`src/design/pnm_hdr_pkg.sv`:
```
// shared types and constants for the pnm header parser
// character codes, status codes and the per-byte result struct; no dependencies
package pnm_hdr_pkg;

	localparam int unsigned NUM_W = 31;

	localparam logic [7:0] CH_P     = 8'h50;
	localparam logic [7:0] CH_HASH  = 8'h23;
	localparam logic [7:0] CH_4     = 8'h34;
	localparam logic [7:0] CH_6     = 8'h36;
	localparam logic [7:0] CH_0     = 8'h30;
	localparam logic [7:0] CH_9     = 8'h39;
	localparam logic [7:0] CH_SPACE = 8'h20;
	localparam logic [7:0] CH_TAB   = 8'h09;
	localparam logic [7:0] CH_LF    = 8'h0a;
	localparam logic [7:0] CH_CR    = 8'h0d;

	localparam logic [NUM_W-1:0] NUM_LIMIT = 31'd214748354;
	localparam logic [NUM_W-1:0] MAXVAL_OK = 31'd255;

	localparam logic [2:0] ST_OK        = 3'd0;
	localparam logic [2:0] ST_SIGNATURE = 3'd1;
	localparam logic [2:0] ST_SEPARATOR = 3'd2;
	localparam logic [2:0] ST_DIGIT     = 3'd3;
	localparam logic [2:0] ST_TOO_LARGE = 3'd4;
	localparam logic [2:0] ST_MAXVAL    = 3'd5;

	localparam logic [1:0] KIND_P4 = 2'd0;

	typedef struct packed {
		logic             emit;
		logic [1:0]       kind;
		logic [NUM_W-1:0] width;
		logic [NUM_W-1:0] height;
		logic [2:0]       status;
	} result_t;

endpackage

```
`src/design/pnm_hdr_parse.sv`:
```
// parser state machine: holds the header state and decodes one byte per advance
// depends on pnm_hdr_pkg
module pnm_hdr_parse (
	input  logic                 clk,
	input  logic                 arst_n,
	input  logic                 advance,
	input  logic [7:0]           byte_s1,
	output pnm_hdr_pkg::result_t res
);
	import pnm_hdr_pkg::*;

	typedef enum logic [3:0] {
		PH_SIG_P       = 4'd0,
		PH_SIG_KIND    = 4'd1,
		PH_SEP_FIRST   = 4'd2,
		PH_SEP_COMMENT = 4'd3,
		PH_SEP_SKIP    = 4'd4,
		PH_NUM_FIRST   = 4'd5,
		PH_NUM_COMMENT = 4'd6,
		PH_NUM_AFTERC  = 4'd7,
		PH_NUM_DIGITS  = 4'd8
	} phase_t;

	phase_t           phase_q, phase_n;
	logic [1:0]       sub_q, sub_n;
	logic [1:0]       kind_q, kind_n;
	logic [NUM_W-1:0] acc_q, acc_n;
	logic [NUM_W-1:0] width_q, width_n;
	logic [NUM_W-1:0] height_q, height_n;

	logic             is_space, is_nl, is_digit, is_hash;
	logic [NUM_W-1:0] acc_base;
	logic [NUM_W+2:0] acc_x10;
	logic [NUM_W-1:0] acc_step;
	logic             ovf;
	logic             fin;
	logic [2:0]       status;

	assign is_nl    = (byte_s1 == CH_LF) || (byte_s1 == CH_CR);
	assign is_space = is_nl || (byte_s1 == CH_SPACE) || (byte_s1 == CH_TAB);
	assign is_digit = (byte_s1 >= CH_0) && (byte_s1 <= CH_9);
	assign is_hash  = (byte_s1 == CH_HASH);

	// a number entered from whitespace skip starts from zero
	assign acc_base = (phase_q == PH_SEP_SKIP) ? '0 : acc_q;
	assign ovf      = acc_base > NUM_LIMIT;
	assign acc_x10  = ({3'b000, acc_base} << 3) + ({3'b000, acc_base} << 1);
	assign acc_step = acc_x10[NUM_W-1:0] + {{(NUM_W-4){1'b0}}, byte_s1[3:0]};

	always_comb begin
		phase_n  = phase_q;
		sub_n    = sub_q;
		kind_n   = kind_q;
		acc_n    = acc_q;
		width_n  = width_q;
		height_n = height_q;
		fin      = 1'b0;
		status   = ST_OK;
		unique case (phase_q) inside
			PH_SIG_KIND: begin
				if ((byte_s1 < CH_4) || (byte_s1 > CH_6)) begin
					fin    = 1'b1;
					status = ST_SIGNATURE;
				end else begin
					kind_n  = byte_s1[1:0];
					phase_n = PH_SEP_FIRST;
				end
			end
			PH_SEP_FIRST: begin
				if (is_hash) begin
					phase_n = PH_SEP_COMMENT;
				end else if (is_space) begin
					phase_n = PH_SEP_SKIP;
				end else begin
					fin    = 1'b1;
					status = ST_SEPARATOR;
				end
			end
			PH_SEP_COMMENT: begin
				if (is_nl) phase_n = PH_SEP_SKIP;
			end
			PH_SEP_SKIP, PH_NUM_FIRST: begin
				if (phase_q == PH_SEP_SKIP && is_space) begin
					phase_n = PH_SEP_SKIP;
				end else if (is_hash) begin
					acc_n   = acc_base;
					phase_n = PH_NUM_COMMENT;
				end else if (!is_digit) begin
					fin    = 1'b1;
					status = ST_DIGIT;
				end else if (ovf) begin
					fin    = 1'b1;
					status = ST_TOO_LARGE;
				end else begin
					acc_n   = acc_step;
					phase_n = PH_NUM_DIGITS;
				end
			end
			PH_NUM_COMMENT: begin
				if (is_nl) phase_n = PH_NUM_AFTERC;
			end
			PH_NUM_AFTERC: begin
				if (!is_digit) begin
					fin    = 1'b1;
					status = ST_DIGIT;
				end else if (ovf) begin
					fin    = 1'b1;
					status = ST_TOO_LARGE;
				end else begin
					acc_n   = acc_step;
					phase_n = PH_NUM_DIGITS;
				end
			end
			PH_NUM_DIGITS: begin
				if (is_digit) begin
					if (ovf) begin
						fin    = 1'b1;
						status = ST_TOO_LARGE;
					end else begin
						acc_n = acc_step;
					end
				end else if (sub_q == 2'd0 || (sub_q == 2'd1 && kind_q != KIND_P4)) begin
					// ending byte doubles as the first separator byte
					if (sub_q == 2'd0) width_n = acc_q;
					else height_n = acc_q;
					sub_n = sub_q + 2'd1;
					if (is_hash) begin
						phase_n = PH_SEP_COMMENT;
					end else if (is_space) begin
						phase_n = PH_SEP_SKIP;
					end else begin
						fin    = 1'b1;
						status = ST_SEPARATOR;
					end
				end else if (sub_q == 2'd1) begin
					height_n = acc_q;
					fin      = 1'b1;
				end else begin
					fin    = 1'b1;
					status = (acc_q == MAXVAL_OK) ? ST_OK : ST_MAXVAL;
				end
			end
			default: begin
				if (byte_s1 == CH_P) begin
					phase_n = PH_SIG_KIND;
				end else begin
					fin    = 1'b1;
					status = ST_SIGNATURE;
				end
			end
		endcase
	end

	always_comb begin
		res.emit   = fin;
		res.status = status;
		if (status == ST_OK) begin
			res.kind   = kind_q;
			res.width  = width_n;
			res.height = height_n;
		end else begin
			res.kind   = '0;
			res.width  = '0;
			res.height = '0;
		end
	end

	always_ff @(posedge clk or negedge arst_n) begin
		if (!arst_n) begin
			phase_q  <= PH_SIG_P;
			sub_q    <= '0;
			kind_q   <= '0;
			acc_q    <= '0;
			width_q  <= '0;
			height_q <= '0;
		end else if (advance) begin
			if (fin) begin
				phase_q  <= PH_SIG_P;
				sub_q    <= '0;
				kind_q   <= '0;
				acc_q    <= '0;
				width_q  <= '0;
				height_q <= '0;
			end else begin
				phase_q  <= phase_n;
				sub_q    <= sub_n;
				kind_q   <= kind_n;
				acc_q    <= acc_n;
				width_q  <= width_n;
				height_q <= height_n;
			end
		end
	end

endmodule

```
`src/design/pnm_header_parser.sv`:
```
// top level of the pnm header parser: input register, parser, result register
// depends on pnm_hdr_pkg and pnm_hdr_parse
//
//  channel  | valid / stall                | payload
//  ---------+------------------------------+---------------------------------------
//  header   | header_valid / header_stall  | header_byte
//  result   | result_valid / result_stall  | image_kind, image_width, image_height,
//           |                              | parse_status
//
// one byte per cycle while header_stall is low; each byte is decoded from the
// input register and its result, if any, is shown from the result register
// the parser state advances only when the result register can take a new result
// reset clears the parser to awaiting the signature letter and empties both registers
module pnm_header_parser (
	input  logic                          clk,
	input  logic                          arst_n,
	input  logic                          header_valid,
	output logic                          header_stall,
	input  logic [7:0]                    header_byte,
	output logic                          result_valid,
	input  logic                          result_stall,
	output logic [1:0]                    image_kind,
	output logic [pnm_hdr_pkg::NUM_W-1:0] image_width,
	output logic [pnm_hdr_pkg::NUM_W-1:0] image_height,
	output logic [2:0]                    parse_status
);
	import pnm_hdr_pkg::*;

	logic       valid_s1;
	logic [7:0] byte_s1;
	logic       advance;
	logic       take_in;
	result_t    res;

	assign advance      = valid_s1 && !(result_valid && result_stall);
	assign header_stall = valid_s1 && result_valid && result_stall;
	assign take_in      = header_valid && !header_stall;

	always_ff @(posedge clk or negedge arst_n) begin
		if (!arst_n) begin
			valid_s1 <= 1'b0;
		end else if (take_in) begin
			valid_s1 <= 1'b1;
		end else if (advance) begin
			valid_s1 <= 1'b0;
		end
	end

	always_ff @(posedge clk) begin
		if (take_in) byte_s1 <= header_byte;
	end

	pnm_hdr_parse u_parse (
		.clk     (clk),
		.arst_n  (arst_n),
		.advance (advance),
		.byte_s1 (byte_s1),
		.res     (res)
	);

	always_ff @(posedge clk or negedge arst_n) begin
		if (!arst_n) begin
			result_valid <= 1'b0;
		end else if (advance && res.emit) begin
			result_valid <= 1'b1;
		end else if (!result_stall) begin
			result_valid <= 1'b0;
		end
	end

	always_ff @(posedge clk) begin
		if (advance && res.emit) begin
			image_kind   <= res.kind;
			image_width  <= res.width;
			image_height <= res.height;
			parse_status <= res.status;
		end
	end

endmodule
```
`config.mk`:
```
export PLATFORM = sky130hd
export DESIGN_NAME = pnm_header_parser
export DESIGN_NICKNAME = d
export VERILOG_FILES = /design/src/design/pnm_hdr_pkg.sv /design/src/design/pnm_hdr_parse.sv /design/src/design/pnm_header_parser.sv
export SDC_FILE = /design/constraint.sdc
export NUM_CORES = 1
export LEC_CHECK = 0
export BUFFER_PORTS_ARGS = -buffer_cell sky130_fd_sc_hd__buf_2
export CORE_MARGIN = 1
export CORE_UTILIZATION = 55
export DETAILED_ROUTE_END_ITERATION = 8
export PLACE_DENSITY = 0.77
export SYNTH_ARGS = -nofsm -noshare
export SYNTH_HDL_FRONTEND = slang
export SYNTH_SLANG_ARGS = --single-unit
```
`constraint.sdc`:
```
create_clock -name clk -period 5.15 [get_ports clk]
set_input_delay 0.2575 -clock clk [delete_from_list [all_inputs] [get_ports clk]]
set_output_delay 0.2575 -clock clk [all_outputs]
set_load 0.03 [all_outputs]
```
==> impl_metrics.prom <==
# TYPE chip_impl_metric gauge
chip_impl_info{name="run_status",value="complete, no violations"} 1
chip_impl_metric{name="worst_hold_path.num_cells",unit=""} 2
chip_impl_metric{name="place.gp.congestion",unit=""} 0.9315
chip_impl_info{name="yosys-top-cells-count",value="127 x nand2_1, 103 x dfrtp_1, 77 x nor2_1"} 1
chip_impl_metric{name="clk_pin_slew",unit="ns"} 0.07
chip_impl_metric{name="ys_types",unit=""} 68
chip_impl_metric{name="path_buf_inv",unit=""} 2
chip_impl_metric{name="layout.area.seq",unit="µm²"} 4830
chip_impl_info{name="crit_family",value="compound AO/OA/AOI/OAI gates"} 1
chip_impl_metric{name="die_area",unit="µm²"} 18630
chip_impl_metric{name="cts_htree_levels",unit=""} 4
chip_impl_metric{name="cts_setup_buffers",unit=""} 0
chip_impl_metric{name="synthesis.instances",unit=""} 986
chip_impl_metric{name="die_wd",unit="µm"} 136.5
chip_impl_metric{name="detailedRoute.firstIterationViolations",unit=""} 698
chip_impl_metric{name="post_synth_fa_ha_maj_area_fraction",unit="%"} 6.818
chip_impl_metric{name="detail-route-antenna-nets",unit=""} 0
chip_impl_metric{name="buffer_levels_on_the_longest_clock_path",unit=""} 2
chip_impl_metric{name="nets",unit=""} 1111
chip_impl_info{name="cp-end-kind",value="flip-flop"} 1
chip_impl_info{name="crit_path_start_kind",value="flip-flop"} 1
chip_impl_metric{name="synth_largest_type_area_fraction",unit="%"} 25.92
chip_impl_metric{name="grt_remaining_overflow",unit=""} 0
chip_impl_metric{name="placement.setup.worst_slack",unit="ns"} 0.5153
chip_impl_metric{name="number_of_enable_type_register_cells_in_the_synthesized_netlist",unit=""} 75
chip_impl_metric{name="met1_usage_in_global_routing",unit="%"} 38.39
chip_impl_metric{name="cts_inserted_buffers",unit=""} 17
chip_impl_metric{name="power_leakage",unit="nW"} 5.187
chip_impl_metric{name="fp.dieH",unit="µm"} 136.5
chip_impl_metric{name="critPathMaxFanout",unit=""} 20
chip_impl_metric{name="fin_setup_tns",unit="ns"} 0
chip_impl_info{name="dominantRegCellSynth",value="dfrtp_1"} 1
chip_impl_metric{name="hold_violation_total_from_the_final_report",unit=""} 0
chip_impl_metric{name="total_wirelength",unit="mm"} 24.90
chip_impl_info{name="regToRegEndpoint",value="u_parse.acc_q[26]"} 1
chip_impl_metric{name="finalSetupViolations",unit=""} 0
chip_impl_metric{name="yosys.area_share.xor_xnor",unit="%"} 2.730
chip_impl_info{name="holdCritStartpoint",value="header_valid"} 1
chip_impl_metric{name="syn-mean-instance-area",unit="µm²"} 10.09
chip_impl_info{name="cts_root_buf",value="clkbuf_16"} 1
chip_impl_metric{name="final.fill_count",unit=""} 1357
chip_impl_metric{name="wire_length_of_the_first_global_routing_pass",unit="mm"} 40.50
chip_impl_metric{name="fin_skew",unit="ns"} 0.008885
chip_impl_metric{name="layout-area-overhead-vs-synth",unit="%"} 13.08
chip_impl_metric{name="timing.critical_path.required",unit="ns"} 5.46
chip_impl_metric{name="share_of_the_clock_period_used_by_the_worst_path_after_layout",unit="%"} 91.67
chip_impl_metric{name="pwr_density_cell",unit="nW/µm²"} 279.4
chip_impl_metric{name="finalWorstPathRequiredPeriod",unit="ns"} 4.721
chip_impl_metric{name="via_per_inst",unit=""} 6.305
chip_impl_metric{name="antenna_violations_before_repair",unit=""} 0
chip_impl_metric{name="syn-num-nets",unit=""} 1051
chip_impl_info{name="grt-busiest-layer",value="met2"} 1
chip_impl_info{name="crit_type",value="flip-flop to flip-flop"} 1
chip_impl_metric{name="synthesis.yosys.warnings",unit=""} 0
chip_impl_metric{name="grt.met2_usage",unit="%"} 45.74
chip_impl_metric{name="clock_latency",unit="ns"} 0.44
chip_impl_metric{name="first_global_vias",unit=""} 7789
chip_impl_metric{name="numClockSinks",unit=""} 178
chip_impl_metric{name="net_switching_fraction_of_the_power",unit="%"} 28.09
chip_impl_metric{name="grt_util_all_layers",unit="%"} 28.48
chip_impl_metric{name="crit_path_max_incr_delay",unit="ns"} 0.56
chip_impl_metric{name="synthArstFlopShare",unit="%"} 57.87
chip_impl_metric{name="yosysSeqAreaShare",unit="%"} 48.56
chip_impl_metric{name="worst_slack",unit="ns"} 0.4291
chip_impl_metric{name="syn-cell-area",unit="µm²"} 9946
chip_impl_metric{name="transition_time_of_the_tightest_slew_check_pin",unit="ns"} 0.8692
chip_impl_info{name="hold-path-endpoint",value="valid_s1"} 1
chip_impl_metric{name="worstPathArrival",unit="ns"} 5.03
chip_impl_metric{name="max_cap_viol_count",unit=""} 0
chip_impl_metric{name="cts_hold_buffers",unit=""} 9
chip_impl_metric{name="multi_input_area",unit="µm²"} 4782
chip_impl_metric{name="grt_start_max_net_pins",unit=""} 66
chip_impl_metric{name="drt-pass1-iter-count",unit=""} 5
chip_impl_info{name="crit_path_cell_chain",value="or4b_1 > buf_4 > and2_1 > fa_1 > fa_1 > a21o_1 > nand4_1 > a21boi_0 > a2111oi_0 > buf_4 > nor3_1 > o21ba_2 > or3_1 > a211oi_1 > a211oi_1"} 1
chip_impl_metric{name="number_of_storage_elements_in_the_synthesis_netlist",unit=""} 178
chip_impl_metric{name="r2r.worst_path.cells",unit=""} 15
chip_impl_metric{name="num_vias",unit=""} 8096
chip_impl_info{name="post_synth_main_area_contributors",value="dfrtp_1 26%, edfxtp_1 23%, a22o_1 6.5%, ha_1 6.4%, nand2_1 4.8%"} 1
chip_impl_metric{name="wire_per_inst",unit="µm"} 19.39
chip_impl_metric{name="diodes",unit=""} 0
chip_impl_metric{name="post_synth_and_or_nand_nor_area_fraction",unit="%"} 16.30
chip_impl_info{name="holdCritPathClass",value="primary input to flip-flop"} 1
chip_impl_info{name="largest_family_of_logic_cells_by_synthesized_area",value="compound AO/OA/AOI/OAI gates"} 1
chip_impl_metric{name="power.ir.vdd_worst",unit="mV"} 0.2333
chip_impl_info{name="synthDominantAreaCellType",value="dfrtp_1"} 1
chip_impl_metric{name="dp.cells",unit=""} 1243
chip_impl_info{name="setup_repair_after_global_routing_missed_its_margin",value="no"} 1
chip_impl_metric{name="power_report.internal_total",unit="mW"} 2.260
chip_impl_metric{name="use_met3",unit="%"} 4.810
chip_impl_metric{name="timing.reg2reg.setup_slack",unit="ns"} 0.43
chip_impl_metric{name="seqPwrFrac",unit="%"} 49.9
chip_impl_metric{name="boundaryPins",unit=""} 81
chip_impl_metric{name="synth-compound-area-share",unit="%"} 18.49
chip_impl_metric{name="p_clk_share",unit="%"} 40.8
chip_impl_info{name="most_numerous_cell_in_the_yosys_netlist",value="nand2_1"} 1
chip_impl_metric{name="synth.area.mux_share",unit="%"} 3.434
chip_impl_metric{name="layout-drive-gt1-share",unit="%"} 15.20
chip_impl_metric{name="netsw",unit="µW"} 882.5
chip_impl_metric{name="place_hpwl",unit="mm"} 16.65
chip_impl_metric{name="slew_headroom",unit="%"} 42.05
chip_impl_metric{name="cts_repair_resize_count",unit=""} 0
chip_impl_metric{name="share_comb_of_total_power",unit="%"} 9.4
chip_impl_metric{name="max_freq",unit="MHz"} 211.8
chip_impl_info{name="critPathSlowestCell",value="or4b_1"} 1
chip_impl_metric{name="num_rows",unit=""} 48
chip_impl_metric{name="placement.io_buffers",unit=""} 80
chip_impl_metric{name="std_cell_core_area",unit="µm²"} 17480
chip_impl_metric{name="route.detailed.drc",unit=""} 0
chip_impl_info{name="cts_tree",value="yes"} 1
chip_impl_info{name="reg2reg_from",value="u_parse.phase_q[3]"} 1
chip_impl_metric{name="final_cells",unit=""} 1284
chip_impl_metric{name="initial_util",unit="%"} 56.91
chip_impl_metric{name="final-max-slew-violation-count",unit=""} 0
## flip-flops by register name (all words and copies together), names as in the netlist
name	count
image_height	31
image_width	31
u_parse.acc_q	31
u_parse.height_q	31
u_parse.width_q	31
byte_s1	8
u_parse.phase_q	4
parse_status	3
image_kind	2
u_parse.kind_q	2
u_parse.sub_q	2
result_valid	1
valid_s1	1
## how the worst max path moves through the flow
stage,startpoint,to,cells past startpoint
final,u_parse.phase_q[3],u_parse.acc_q[26],15
after global routing,u_parse.phase_q[3],u_parse.acc_q[26],16
after CTS,u_parse.phase_q[3],u_parse.acc_q[26],15
after detailed placement,u_parse.phase_q[3],u_parse.acc_q[26],15
after global placement,u_parse.phase_q[3],u_parse.acc_q[26],15
after floorplan,u_parse.phase_q[1],u_parse.acc_q[26],17
## cells in the final DEF, fill, tap and decap left out, types with 17 or more instances in the layout
cell type,instances
and3_1,17
mux2i_1,33
edfxtp_1,75
a22o_1,74
clkbuf_16,17
ha_1,51
xnor2_1,22
and2_1,24
o21ai_0,36
dfrtp_1,103
nor2_1,77
buf_4,23
inv_1,20
buf_2,79
nand2_1,126
a21oi_1,65
## logic make-up after synthesis
| logic type | after synthesis |
|---|---|
| buffers and inverters | 92 |
| DFF | 178 |
| and+or+nand+nor | 339 |
| muxes | 34 |
| AOI/OAI and AO/OA | 259 |
| xor gates and xnor gates | 31 |
| adders and majority gates | 53 |
## layout make-up
class | instances | area share, %
clock buffers | 17 | 3.782
well taps | 225 | 2.503
multi-input cells | 716 | 42.52
repair buffers | 112 | 6.030
clock inverters | 15 | 1.502
inverters | 21 | 0.7231
flip-flops and latches | 178 | 42.94
## metrics by stage
step / instance area [µm²] / utilization [%] / hold slack, ns / power (mW)
floorplan: 9946 / - / -0.03809 / 1.779
global placement: 10560 / 60.44 / 0.2964 / 1.880
detailed placement: 10560 / 60.44 / 0.3029 / 1.887
CTS: 11250 / 64.35 / 0.009507 / 3.156
global route: 11250 / 64.35 / 0.02753 / 3.230
finish: 11250 / 64.35 / 0.02289 / 3.142
## layer usage
layer,part of all wire (%),routed length [µm]
met4,2.6,639
met5,0,0
met2,47,11750
met3,7.7,1924
met1,42,10580
## power by group through the flow
stage | clock, mW | combinational (mW) | sequential (mW)
final | 1.28 | 0.294 | 1.57
after global routing | 1.34 | 0.318 | 1.57
after CTS | 1.29 | 0.296 | 1.57
after detailed placement | 0 | 0.290 | 1.60
after global placement | 0 | 0.286 | 1.59
after floorplan | 0 | 0.0990 | 1.68
No activity file was read; power rests on OpenSTA's default activity.
